==> src/sv/assert_macros.svh <==
// Assertion macros for the heat stencil RTL.
// Included by modules that carry concurrent checks; no other dependencies.
`ifndef ASSERT_MACROS_SVH
`define ASSERT_MACROS_SVH
`ifndef SYNTH
`define HDS_ASSERT(label, clk, rst, prop, msg) \
   label: assert property (@(posedge clk) disable iff (rst) prop) else $error(msg);
`define HDS_ASSERT_ALWAYS(label, clk, prop, msg) \
   label: assert property (@(posedge clk) prop) else $error(msg);
`else
`define HDS_ASSERT(label, clk, rst, prop, msg)
`define HDS_ASSERT_ALWAYS(label, clk, prop, msg)
`endif
`endif

==> src/sv/hds_pkg.sv <==
// Shared types and constants for the heat diffusion stencil sweep.
// Used by hds_ctrl, hds_datapath and the top level; no dependencies.
package hds_pkg;

   localparam int INT_BITS   = 7;
   localparam int GRID_REG_W = 6;
   localparam int COEF_W     = 15;
   localparam int CSR_IDX_W  = 2;
   localparam int CSR_DATA_W = 15;

   localparam logic [GRID_REG_W-1:0] MIN_GRID        = 6'd4;
   localparam logic [GRID_REG_W-1:0] GRID_RESET      = 6'd32;
   localparam logic [COEF_W-1:0]     COEF_RESET      = 15'd15729;

   localparam logic [CSR_IDX_W-1:0]  CSR_SIDE_LEN    = 2'd0;
   localparam logic [CSR_IDX_W-1:0]  CSR_DIFF_COEF   = 2'd1;

   typedef struct packed {
      logic capture;
      logic rd_en;
      logic wr_en;
      logic lap_en;
      logic mul_en;
      logic fin_en;
      logic flush;
      logic use_up;
      logic use_left;
      logic use_right;
      logic use_down;
      logic last;
   } hds_cmd_type;

endpackage

==> src/sv/heat_diffusion_stencil_sweep_top.sv <==
// Heat stencil top: one Jacobi five-point sweep over a raster stream of grid cells.
// An item with no result (top row) takes the row-buffer read and laplacian steps; an item that
// yields a result also takes the multiply and the floor-and-saturate step, which waits out
// rsp_stall. The bottom-right cell then flushes the bottom row, n more results, each the same way.
// A new cell waits on req_stall until the last is done. Each row memory has two registered reads.
// Row buffers start cleared through per-entry valid bits, so no clearing pass follows reset.
// Depends on hds_pkg, hds_ctrl and hds_datapath.
module heat_diffusion_stencil_sweep_top #(
   parameter int GRID_SIZE = 32,
   parameter int FRAC_BITS = 16
) (
   input  logic                                     clock,
   input  logic                                     reset,
   input  logic                                     req_valid,
   output logic                                     req_stall,
   input  logic [hds_pkg::INT_BITS+FRAC_BITS-1:0]   req_cell_value,
   input  logic                                     req_first_cell,
   output logic                                     rsp_valid,
   input  logic                                     rsp_stall,
   output logic [hds_pkg::INT_BITS+FRAC_BITS-1:0]   rsp_new_value,
   output logic                                     rsp_last_of_sweep,
   input  logic                                     csr_valid,
   output logic                                     csr_ready,
   input  logic [hds_pkg::CSR_IDX_W-1:0]            csr_index,
   input  logic [hds_pkg::CSR_DATA_W-1:0]           csr_wdata
);
   import hds_pkg::*;

   localparam int IDX_W = $clog2(GRID_SIZE);

   logic [GRID_REG_W-1:0] side_len_ff;
   logic [COEF_W-1:0]     coef_ff;
   hds_cmd_type           cmd;
   logic [IDX_W-1:0]      addr_center, addr_left, addr_right;
   logic                  out_free;

   assign csr_ready = 1'b1;

   always_ff @(posedge clock) begin
      if (reset) begin
         side_len_ff <= GRID_RESET;
         coef_ff     <= COEF_RESET;
      end else if (csr_valid && csr_ready) begin
         if (csr_index == CSR_SIDE_LEN) begin
            side_len_ff <= csr_wdata[GRID_REG_W-1:0];
         end
         if (csr_index == CSR_DIFF_COEF) begin
            coef_ff <= csr_wdata[COEF_W-1:0];
         end
      end
   end

   hds_ctrl #(
      .GRID_SIZE (GRID_SIZE)
   ) u_ctrl (
      .clock          (clock),
      .reset          (reset),
      .req_valid      (req_valid),
      .req_first_cell (req_first_cell),
      .req_stall      (req_stall),
      .side_len       (side_len_ff),
      .out_free       (out_free),
      .cmd            (cmd),
      .addr_center    (addr_center),
      .addr_left      (addr_left),
      .addr_right     (addr_right)
   );

   hds_datapath #(
      .GRID_SIZE (GRID_SIZE),
      .FRAC_BITS (FRAC_BITS)
   ) u_datapath (
      .clock             (clock),
      .reset             (reset),
      .cmd               (cmd),
      .addr_center       (addr_center),
      .addr_left         (addr_left),
      .addr_right        (addr_right),
      .coef              (coef_ff),
      .cell_value        (req_cell_value),
      .rsp_stall         (rsp_stall),
      .out_free          (out_free),
      .rsp_valid         (rsp_valid),
      .rsp_new_value     (rsp_new_value),
      .rsp_last_of_sweep (rsp_last_of_sweep)
   );

endmodule

==> src/sv/hds_ctrl.sv <==
// Sequencer for the heat stencil: grid position, per-item steps and the bottom-row flush.
// Depends on hds_pkg and assert_macros.svh; drives hds_datapath through hds_cmd_type.
`include "assert_macros.svh"
module hds_ctrl #(
   parameter int GRID_SIZE = 32
) (
   input  logic                            clock,
   input  logic                            reset,
   input  logic                            req_valid,
   input  logic                            req_first_cell,
   output logic                            req_stall,
   input  logic [hds_pkg::GRID_REG_W-1:0]  side_len,
   input  logic                            out_free,
   output hds_pkg::hds_cmd_type            cmd,
   output logic [$clog2(GRID_SIZE)-1:0]    addr_center,
   output logic [$clog2(GRID_SIZE)-1:0]    addr_left,
   output logic [$clog2(GRID_SIZE)-1:0]    addr_right
);
   import hds_pkg::*;

   localparam int IDX_W = $clog2(GRID_SIZE);
   localparam int N_W   = $clog2(GRID_SIZE + 1);
   localparam logic [GRID_REG_W-1:0] MAX_N = GRID_REG_W'(GRID_SIZE);

   typedef enum logic [4:0] {
      S_IDLE = 5'b00001,
      S_READ = 5'b00010,
      S_LAP  = 5'b00100,
      S_MUL  = 5'b01000,
      S_FIN  = 5'b10000
   } state_type;

   state_type        state_ff, state_in;
   logic [IDX_W-1:0] row_ff, row_in, col_ff, col_in;
   logic [IDX_W-1:0] cur_row_ff, cur_row_in, cur_col_ff, cur_col_in;
   logic [IDX_W-1:0] flush_col_ff, flush_col_in;
   logic [N_W-1:0]   n_ff, n_in;
   logic             flush_ff, flush_in, corner_ff, corner_in;

   logic [GRID_REG_W-1:0] n_sat;
   logic [N_W-1:0]        n_live;
   logic [IDX_W-1:0]      live_m1, n_m1, pos_r, pos_c, pos;
   logic                  accept, restart;

   always_comb begin
      if (side_len < MIN_GRID) begin
         n_sat = MIN_GRID;
      end else if (side_len > MAX_N) begin
         n_sat = MAX_N;
      end else begin
         n_sat = side_len;
      end
   end

   assign n_live  = N_W'(n_sat);
   assign live_m1 = IDX_W'(n_live - N_W'(1));
   assign n_m1    = IDX_W'(n_ff - N_W'(1));
   assign restart = req_first_cell || (N_W'(row_ff) >= n_live) || (N_W'(col_ff) >= n_live);
   assign pos_r   = restart ? '0 : row_ff;
   assign pos_c   = restart ? '0 : col_ff;
   assign req_stall = (state_ff != S_IDLE);
   assign accept  = req_valid && !req_stall;

   assign pos         = flush_ff ? flush_col_ff : cur_col_ff;
   assign addr_center = pos;
   assign addr_left   = (pos == '0) ? pos : pos - IDX_W'(1);
   assign addr_right  = (pos == n_m1) ? pos : pos + IDX_W'(1);

   always_comb begin
      state_in     = state_ff;
      row_in       = row_ff;
      col_in       = col_ff;
      cur_row_in   = cur_row_ff;
      cur_col_in   = cur_col_ff;
      flush_col_in = flush_col_ff;
      n_in         = n_ff;
      flush_in     = flush_ff;
      corner_in    = corner_ff;
      cmd          = '0;
      case (state_ff)
         S_IDLE: begin
            if (accept) begin
               cmd.capture = 1'b1;
               cur_row_in  = pos_r;
               cur_col_in  = pos_c;
               n_in        = n_live;
               corner_in   = (pos_r == live_m1) && (pos_c == live_m1);
               if (pos_c == live_m1) begin
                  col_in = '0;
                  row_in = (pos_r == live_m1) ? '0 : pos_r + IDX_W'(1);
               end else begin
                  col_in = pos_c + IDX_W'(1);
                  row_in = pos_r;
               end
               state_in = S_READ;
            end
         end
         S_READ: begin
            cmd.rd_en = 1'b1;
            state_in  = S_LAP;
         end
         S_LAP: begin
            cmd.lap_en    = 1'b1;
            cmd.wr_en     = !flush_ff;
            cmd.flush     = flush_ff;
            cmd.use_up    = flush_ff || (cur_row_ff > IDX_W'(1));
            cmd.use_left  = (pos != '0);
            cmd.use_right = (pos != n_m1);
            cmd.use_down  = !flush_ff;
            if (flush_ff || (cur_row_ff != '0)) begin
               state_in = S_MUL;
            end else begin
               state_in = S_IDLE;
            end
         end
         S_MUL: begin
            cmd.mul_en = 1'b1;
            state_in   = S_FIN;
         end
         S_FIN: begin
            if (out_free) begin
               cmd.fin_en = 1'b1;
               cmd.last   = flush_ff && (flush_col_ff == n_m1);
               if (flush_ff) begin
                  if (flush_col_ff == n_m1) begin
                     flush_in = 1'b0;
                     state_in = S_IDLE;
                  end else begin
                     flush_col_in = flush_col_ff + IDX_W'(1);
                     state_in     = S_READ;
                  end
               end else if (corner_ff) begin
                  flush_in     = 1'b1;
                  flush_col_in = '0;
                  state_in     = S_READ;
               end else begin
                  state_in = S_IDLE;
               end
            end
         end
         default: begin
            state_in = S_IDLE;
         end
      endcase
   end

   always_ff @(posedge clock) begin
      if (reset) begin
         state_ff     <= S_IDLE;
         row_ff       <= '0;
         col_ff       <= '0;
         flush_col_ff <= '0;
         n_ff         <= N_W'(GRID_SIZE);
         flush_ff     <= 1'b0;
         corner_ff    <= 1'b0;
      end else begin
         state_ff     <= state_in;
         row_ff       <= row_in;
         col_ff       <= col_in;
         flush_col_ff <= flush_col_in;
         n_ff         <= n_in;
         flush_ff     <= flush_in;
         corner_ff    <= corner_in;
      end
   end

   always_ff @(posedge clock) begin
      cur_row_ff <= cur_row_in;
      cur_col_ff <= cur_col_in;
   end

   `HDS_ASSERT(a_fin_needs_room, clock, reset, cmd.fin_en |-> out_free, "rsp register busy")
   `HDS_ASSERT(a_flush_in_grid, clock, reset, flush_ff |-> (N_W'(flush_col_ff) < n_ff), "flush col")
   `HDS_ASSERT(a_accept_reads, clock, reset, accept |=> (state_ff == S_READ), "no row read")
   `HDS_ASSERT_ALWAYS(a_reset_idle, clock, reset |=> ((state_ff == S_IDLE) && !flush_ff), "busy")

endmodule

==> src/sv/hds_datapath.sv <==
// Row buffers, five-point update arithmetic and result register for the heat stencil.
// Depends on hds_pkg; sequenced by hds_ctrl.
module hds_datapath #(
   parameter int GRID_SIZE = 32,
   parameter int FRAC_BITS = 16
) (
   input  logic                                     clock,
   input  logic                                     reset,
   input  hds_pkg::hds_cmd_type                     cmd,
   input  logic [$clog2(GRID_SIZE)-1:0]             addr_center,
   input  logic [$clog2(GRID_SIZE)-1:0]             addr_left,
   input  logic [$clog2(GRID_SIZE)-1:0]             addr_right,
   input  logic [hds_pkg::COEF_W-1:0]               coef,
   input  logic [hds_pkg::INT_BITS+FRAC_BITS-1:0]   cell_value,
   input  logic                                     rsp_stall,
   output logic                                     out_free,
   output logic                                     rsp_valid,
   output logic [hds_pkg::INT_BITS+FRAC_BITS-1:0]   rsp_new_value,
   output logic                                     rsp_last_of_sweep
);
   import hds_pkg::*;

   localparam int VB     = INT_BITS + FRAC_BITS;
   localparam int SUM_W  = VB + 2;
   localparam int LAP_W  = VB + 3;
   localparam int PROD_W = LAP_W + COEF_W + 1;
   localparam int DEL_W  = PROD_W - FRAC_BITS;
   localparam int RES_W  = ((DEL_W > VB + 1) ? DEL_W : VB + 1) + 1;

   logic [VB-1:0] above_mem  [GRID_SIZE];
   logic [VB-1:0] middle_mem [GRID_SIZE];
   logic [GRID_SIZE-1:0] above_vld_ff, middle_vld_ff;

   logic [VB-1:0] up_q, left_q, ce_q, rt_q;
   logic          up_vq, left_vq, ce_vq, rt_vq;
   logic [VB-1:0] up_val, left_val, ce_val, rt_val, left_src;
   logic [VB-1:0] cell_ff, center_ff, prev_ff;
   logic [SUM_W-1:0] sum;
   logic signed [LAP_W-1:0]  lap_ff;
   logic signed [PROD_W-1:0] prod_ff;
   logic signed [RES_W-1:0]  delta_x, center_x, res;
   logic [VB-1:0] sat_val;
   logic          rsp_valid_ff;
   logic [VB-1:0] rsp_value_ff;
   logic          rsp_last_ff;

   always_ff @(posedge clock) begin
      if (cmd.rd_en) begin
         up_q   <= above_mem[addr_center];
         left_q <= above_mem[addr_left];
         ce_q   <= middle_mem[addr_center];
         rt_q   <= middle_mem[addr_right];
      end
      if (cmd.wr_en) begin
         above_mem[addr_center]  <= ce_val;
         middle_mem[addr_center] <= cell_ff;
      end
   end

   always_ff @(posedge clock) begin
      if (cmd.rd_en) begin
         up_vq   <= above_vld_ff[addr_center];
         left_vq <= above_vld_ff[addr_left];
         ce_vq   <= middle_vld_ff[addr_center];
         rt_vq   <= middle_vld_ff[addr_right];
      end
   end

   always_ff @(posedge clock) begin
      if (reset) begin
         above_vld_ff  <= '0;
         middle_vld_ff <= '0;
      end else if (cmd.wr_en) begin
         above_vld_ff[addr_center]  <= 1'b1;
         middle_vld_ff[addr_center] <= 1'b1;
      end
   end

   assign up_val   = up_vq   ? up_q   : '0;
   assign left_val = left_vq ? left_q : '0;
   assign ce_val   = ce_vq   ? ce_q   : '0;
   assign rt_val   = rt_vq   ? rt_q   : '0;
   assign left_src = cmd.flush ? prev_ff : left_val;

   assign sum = (cmd.use_up    ? SUM_W'(up_val)   : '0)
              + (cmd.use_left  ? SUM_W'(left_src) : '0)
              + (cmd.use_right ? SUM_W'(rt_val)   : '0)
              + (cmd.use_down  ? SUM_W'(cell_ff)  : '0);

   always_ff @(posedge clock) begin
      if (cmd.capture) begin
         cell_ff <= cell_value;
      end
      if (cmd.lap_en) begin
         lap_ff    <= $signed({1'b0, sum}) - $signed({1'b0, ce_val, 2'b00});
         center_ff <= ce_val;
         prev_ff   <= ce_val;
      end
      if (cmd.mul_en) begin
         prod_ff <= PROD_W'(lap_ff) * $signed({1'b0, coef});
      end
   end

   assign delta_x  = RES_W'($signed(prod_ff[PROD_W-1:FRAC_BITS]));
   assign center_x = RES_W'({1'b0, center_ff});
   assign res      = center_x + delta_x;

   always_comb begin
      if (res[RES_W-1]) begin
         sat_val = '0;
      end else if (|res[RES_W-2:VB]) begin
         sat_val = '1;
      end else begin
         sat_val = res[VB-1:0];
      end
   end

   assign out_free = !rsp_valid_ff || !rsp_stall;

   always_ff @(posedge clock) begin
      if (reset) begin
         rsp_valid_ff <= 1'b0;
      end else if (cmd.fin_en) begin
         rsp_valid_ff <= 1'b1;
      end else if (!rsp_stall) begin
         rsp_valid_ff <= 1'b0;
      end
   end

   always_ff @(posedge clock) begin
      if (cmd.fin_en) begin
         rsp_value_ff <= sat_val;
         rsp_last_ff  <= cmd.last;
      end
   end

   assign rsp_valid         = rsp_valid_ff;
   assign rsp_new_value     = rsp_value_ff;
   assign rsp_last_of_sweep = rsp_last_ff;

endmodule

==> config.mk <==
export PLATFORM = sky130hd
export DESIGN_NAME = heat_diffusion_stencil_sweep_top
export DESIGN_NICKNAME = d
export VERILOG_FILES = /design/src/sv/hds_pkg.sv /design/src/sv/heat_diffusion_stencil_sweep_top.sv /design/src/sv/hds_ctrl.sv /design/src/sv/hds_datapath.sv
export VERILOG_INCLUDE_DIRS = /design/src /design/src/sv
export SDC_FILE = /design/constraint.sdc
export NUM_CORES = 2
export LEC_CHECK = 0
export BUFFER_PORTS_ARGS = -buffer_cell sky130_fd_sc_hd__clkbuf_2
export CAP_MARGIN = 10
export CORE_ASPECT_RATIO = 1.25
export CORE_MARGIN = 3
export CORE_UTILIZATION = 35
export CTS_CLUSTER_SIZE = 40
export DETAILED_ROUTE_END_ITERATION = 12
export PLACE_DENSITY = 0.53
export SYNTH_ARGS = -nofsm -noshare
export SYNTH_HDL_FRONTEND = slang
export SYNTH_SLANG_ARGS = --single-unit
==> constraint.sdc <==
create_clock -name clock -period 13.03 [get_ports clock]
set_clock_uncertainty 0.2 [all_clocks]
set_input_delay 1.303 -clock clock [delete_from_list [all_inputs] [get_ports clock]]
set_output_delay 1.303 -clock clock [all_outputs]
set_load 0.005 [all_outputs]
## Word level (Yosys, flattened, before mapping)

Memory sizes are Yosys's and may differ from the RTL's. A register that Yosys moved wholly into a read port is not among the register bits.
Cells that the tools add are included.
Widths: inputs -> output; s select.

- Output and inout port bits: 27
- Bits in registers: 265
- Word-level logic and storage cells: 146
- Memories: 2
- Bits in writable memories: 1472

- Magnitude comparators: 9
- Eq/ne operators: 16
- $add $sub $neg: 12
- Multiply operators: 1
- Bitwise operators: 2
- Reduce and logical (&&, ||, !) cells: 25
- Muxes and demuxes: 55

Memory list:

| memory | words | bits a word | read ports | clocked after memory_dff | write ports | line | RTL |
|---|---|---|---|---|---|---|---|
| u_datapath.above_mem | 32 | 23 | 2 | 2 | 1 | hds_datapath.sv:30 | `logic [VB-1:0] above_mem [GRID_SIZE];` |
| u_datapath.middle_mem | 32 | 23 | 2 | 2 | 1 | hds_datapath.sv:31 | `logic [VB-1:0] middle_mem [GRID_SIZE];` |

Operators with widths:

| kind | number |
|---|---|
| $mux 23 | 10 |
| $add 25x25->25 | 3 |
| $mux 5 | 15 |
| $or 32x32->32 | 2 |
| $mul 26x16->42 | 1 |
| $add 24x26->27 | 1 |
| $sub 25x25->26 | 1 |
| $pmux 5 s5 | 1 |
| $add 5x1->5 const B | 4 |
| $bmux 1 s5 | 4 |
| $eq 5x5->1 | 4 |
| $lt 5x6->1 const B | 3 |
| $mux 1 | 18 |
| $sub 5x1->5 const B | 3 |
| $ge 5x6->1 | 2 |
| $mux 6 | 2 |
| $reduce_and 2->1 | 5 |
| $reduce_bool 5->1 | 2 |
| $gt 6x6->1 const B | 1 |
| $lt 6x3->1 const B | 1 |
| $mux 2 | 3 |
| $demux 1 s5 | 1 |
| $eq 5x1->1 const B | 1 |
| $eq 5x2->1 const B | 1 |
| other kinds (19) | 31 |

## Logic depth before layout (Yosys ltp)

- Depth after elaboration: 10
- Depth in mapped cells: 35

## Hierarchy

From an unflattened synthesis, not the netlist that was laid out.

- Cells, all modules: 5868
- Area total of the unflattened synthesis: 97533.5 µm²

By module, submodules not included:

| module | cells an instance | instances | area each (µm²) | seq. area each (µm²) |
|---|---|---|---|---|
| hds_datapath | 5431 | 1 | 93802.5 | 52049.9 |
| hds_ctrl | 345 | 1 | 2820.2 | 840.8 |
| heat_diffusion_stencil_sweep_top | 92 | 1 | 910.9 | 420.4 |

## Least setup slack after synthesis

OpenSTA, ideal clock, no wires.

- Path kind: reg-to-reg
- Start point: reg u_ctrl.flush_ff
- End point: reg u_datapath.lap_ff[24] (data pin)
- Library setup time: 0.258 ns
- Stages on the path, launching flop included: 34
- Arrival time: 7.464 ns
- Path buffers: 7
- Slack: 5.108 ns
- Required time: 12.572 ns
- Cell sequence: dfxtp_1 -> buf_6 -> mux2i_4 -> clkbuf_1 -> clkbuf_1 -> clkbuf_1 -> clkbuf_1 -> ha_1 -> clkbuf_1 -> nand2_1 -> nand2_1 -> clkbuf_1 -> nor2_1 -> fa_1 -> inv_1 -> fa_1 -> inv_1 -> ha_1 -> a21o_1 -> a21oi_1 -> o21ai_0 -> a2111oi_0 -> nor2_1 -> o31a_1 -> nand2b_1 -> a31oi_1 -> xnor2_1 -> ha_1 -> or3_1 -> o21ai_0 -> a31o_2 -> o21ai_0 -> a21oi_1 -> xnor2_1

- Cells in the longest elaborated chain, start to end: 8

Ends and longest elaborated chain:

| item | line | RTL |
|---|---|---|
| start: declaration | hds_ctrl.sv:38 | `logic flush_ff, flush_in, corner_ff, corner_in;` |
| start signal: assignment | hds_ctrl.sv:162 | `flush_ff <= flush_in;` |
| $mux 5 | hds_ctrl.sv:64 | `assign pos = flush_ff ? flush_col_ff : cur_col_ff;` |
| $reduce_bool 5->1 | hds_ctrl.sv:107 | `cmd.use_left = (pos != '0);` |
| $mux 5 (*) | hds_ctrl.sv:80 | `case (state_ff)` |
| $mux 23 | hds_datapath.sv:86 | `+ (cmd.use_left ? SUM_W'(left_src) : '0)` |
| $add 25x25->25 | hds_datapath.sv:86 |  |
| $add 25x25->25 | hds_datapath.sv:87 | `+ (cmd.use_right ? SUM_W'(rt_val) : '0)` |
| $add 25x25->25 (*) | hds_datapath.sv:88 | `+ (cmd.use_down ? SUM_W'(cell_ff) : '0);` |
| $sub 25x25->26 (*) | hds_datapath.sv:95 | `lap_ff <= $signed({1'b0, sum}) - $signed({1'b0, ce_val, 2'b00});` |
| end signal: assignment | hds_datapath.sv:95 |  |
| end: declaration | hds_datapath.sv:39 | `logic signed [LAP_W-1:0] lap_ff;` |

Every way passes the cells marked *; elsewhere a longest branch is shown, timed or not.
A chain may end at the register's enable or synchronous reset.

## Worst setup path in the final report

- Start point: reg u_ctrl.flush_ff
- End point: reg u_datapath.lap_ff[23] (data pin)

The elaborated chain is that of the path after synthesis.

==> impl_results.md <==
- Status: finished clean
- Ports: 73
- Top FF cell, synth: edfxtp_1
- Switching part of the total: 0.370
- Critical path class: flip-flop to flip-flop
- Met3 WL post-DR: 27600 um
- Clock Path Buffers: 4
- Top routing layer used: met5
- Post-synth net total: 7978
- WL met1: around 130000 um
- Fin crit period: 9.37 ns
- Final setup margin: 3.66 ns
- Worst-path clk slew: 0.06 ns
- Core Region: 283000 um^2
- # nets final: about 8000
- Routed wl met2: 165000 um
- Post-CTS setup buffer count: 0
- I/O Buffers: between 70 and 80
- Post_cts resized: 0
- DR iter-0 viols: 7790
- Post-synthesis sequential area ratio: 0.535
- Vias in the first global route: 67600
- CTS Buf Count: ~190
- Most used cell along the critical path: nor2_1
- WL/cell: 30.3 um
- Int Pwr: about 14 mW
- Vias per Instance: 5.88
- Slew Limit Fails: 0
- Initial Util: 0.352
- Worst Setup End Kind: flip-flop
- Leak: roughly 39 nW
- DR pass1 iterations: 8
- Setup Viol. Count Final: 0
- Total track usage: 0.230
- First-pass GRT wire length: around 500000 um
- Largest net degree at the start of global routing: 128
- Post-Syn Area: 99600 um^2
- Leading cell type in the layout, fill and taps excluded: edfxtp_1
- Die Height: between 600 and 700 um
- Maxcap violations: 0
- Initial antenna violation count: 21
- RSZ-0062 raised after global routing: false
- # DRC: 0
- Clk network pwr share: 0.259
- DIE WIDTH: 483 um
- Final hold violation count: 0
- Vias: 65900
- CP Launch Type: flip-flop
- Antenna-violating nets left: 0
- Slew Limit Headroom: 0.0918
- Fin Setup TNS: 0 ns
- Die area: 291000 um^2
- # rows: between 200 and 250
- Final period util: 0.719
- Synthesis-stage register bit count: 1813
- Share of layout cells above drive strength 1: 0.161
- Clock Sinks: about 1800
- Worst EP arrival: a little under 10 ns
- Psw: 7.92 mW
- Pwr dens: around 190 nW/um^2
- CTS root buffer: clkbuf_16
- Slowest cell on crit path: nand2_1
- Final Power: 21.4 mW
- Routed WL: 340000 um
- Routability-driven placement congestion ratio: between 0.9 and 1
- CTS tree: done
- Synth Instances: 7321
- Clock Latency Late Sink: 0.87 ns
- Final-layout fill cell count: 26300
- # hold bufs at CTS: 0
- Fmax: 107 MHz
- Global route total overflow: 0
- CP max FO: 33
- Worst path max stage delay: 0.81 ns
- Worst Hold Class: flip-flop to flip-flop
- Async set-reset flop share out of synthesis: 0
- H-tree Lvls: 4
- Post-synth EDFFs: 1700
- Logic gate share of total power: 0.413
- Flop pwr share: 0.328
- P&R area growth vs syn: 11.3%
- Synth Warn #: 0
- Commonest non-fill, non-tap cells in the layout: edfxtp_1, nand2_1, mux4_2
- Worst EP required: around 13 ns
- Detailed placer's ending HPWL: slightly above 200000 um
- Worst vdd ir: roughly 180 uV
- Place WS: 3.94 ns
- Yosys cell types: 85
- Worst slew pin tran: around 1.4 ns
- Avg Synthesized Cell Area: about 14 um^2
[layout make-up]
class                           count  area (um^2)  share of cell area
Sequential cell                  1813        53300               0.481
Inverter                          525         1990              0.0180
Timing Repair Buffer              250         1830              0.0165
Multi-Input combinational cell   4529        42900               0.387
Clock buffer                      226         5040              0.0454
Tap cell                         3740         4680              0.0422
Clock inverter                    112         1120              0.0101
Antenna cell                       15         37.5            0.000339
[final timing paths]
check                                     to                  startpoint  slack [ns]  cells after the start
setup reg to reg       u_datapath.lap_ff[23]             u_ctrl.flush_ff        3.66                     31
hold reg to reg   u_datapath.above_vld_ff[1]  u_datapath.above_vld_ff[1]        0.30                      2
hold / removal    u_datapath.above_vld_ff[1]  u_datapath.above_vld_ff[1]        0.30                      2
setup / recovery       u_datapath.lap_ff[23]             u_ctrl.flush_ff        3.66                     31
[logic make-up after synthesis]
logic type                 count (synthesis)  share of synthesized area
xor gates and xnor gates                 116                     0.0106
buffers and inverters                    979                     0.0391
and+or+nand+nor                         2144                     0.0963
adders and majority gates                611                      0.109
other                                      1                  0.0000377
DFF                                     1813                      0.535
AOI/OAI and AO/OA                        923                     0.0623
muxes                                    734                      0.148
[critical path: cells and delay by family (launching register included)]
family / cells / cell delay, ns
adders and majority gates: 4 / 1.47
and+or+nand+nor: 10 / 2.68
buffers and inverters: 5 / 1.38
xor gates and xnor gates: 2 / 0.18
DFF: 1 / 0.41
AOI/OAI and AO/OA: 10 / 2.69
[cell usage after synthesis (55+ instances only)]
cell type	number	area (um^2)
fa_1	423	8470
nand3_1	275	1380
mux4_2	584	13200
nor2_1	314	1180
buf_1	55	206
a221oi_1	68	596
o21ai_0	210	1050
a31oi_1	93	582
inv_1	522	1960
dfxtp_1	113	2260
ha_1	188	2350
a22oi_1	185	1390
a21oi_1	125	626
and2_1	224	1400
edfxtp_1	1700	51000
nand2_1	1071	4020
clkbuf_1	337	1260
xnor2_1	78	683
and3_1	108	676
mux2i_1	139	1390
[power groups by stage]
stage / clock [mW] / sequential [mW] / combinational [mW]
floorplan: 0 / 7.15 / 5.97
global placement: 0 / 7.14 / 8.77
detailed placement: 0 / 7.14 / 8.78
CTS: 5.64 / 7.02 / 8.88
global route: 5.87 / 7.02 / 9.54
finish: 5.56 / 7.02 / 8.85
[metal layers]
metal	vias up	GRT usage
li1	27200	-
met1	34600	0.291
met2	3344	0.386
met3	815	0.0362
met4	6	0.109
met5	-	0
[per-stage QoR]
| stage | util | hold WS [ns] | std cells | cell area, um^2 |
|---|---|---|---|---|
| global route | 0.392 | 0.317 | 11200 | 111000 |
| global placement | 0.370 | 0.263 | 10900 | 105000 |
| finish | 0.392 | 0.296 | 11200 | 111000 |
| floorplan | - | 0.233 | 7321 | 99600 |
| CTS | 0.392 | 0.295 | 11200 | 111000 |
| detailed placement | 0.370 | 0.280 | 10900 | 105000 |
[flip-flops by register name, summed over array words and instances (netlist names), 23 cells and up]
name / cells
u_datapath.above_mem: 736
u_datapath.middle_mem: 736
u_datapath.above_vld_ff: 32
u_datapath.middle_vld_ff: 32
u_datapath.lap_ff: 26
u_datapath.prod_ff: 26
u_datapath.ce_q: 23
u_datapath.cell_ff: 23
u_datapath.center_ff: 23
u_datapath.left_q: 23
u_datapath.rsp_new_value: 23
u_datapath.rt_q: 23
u_datapath.up_q: 23
Note: power is estimated with default switching activity, not from simulation.
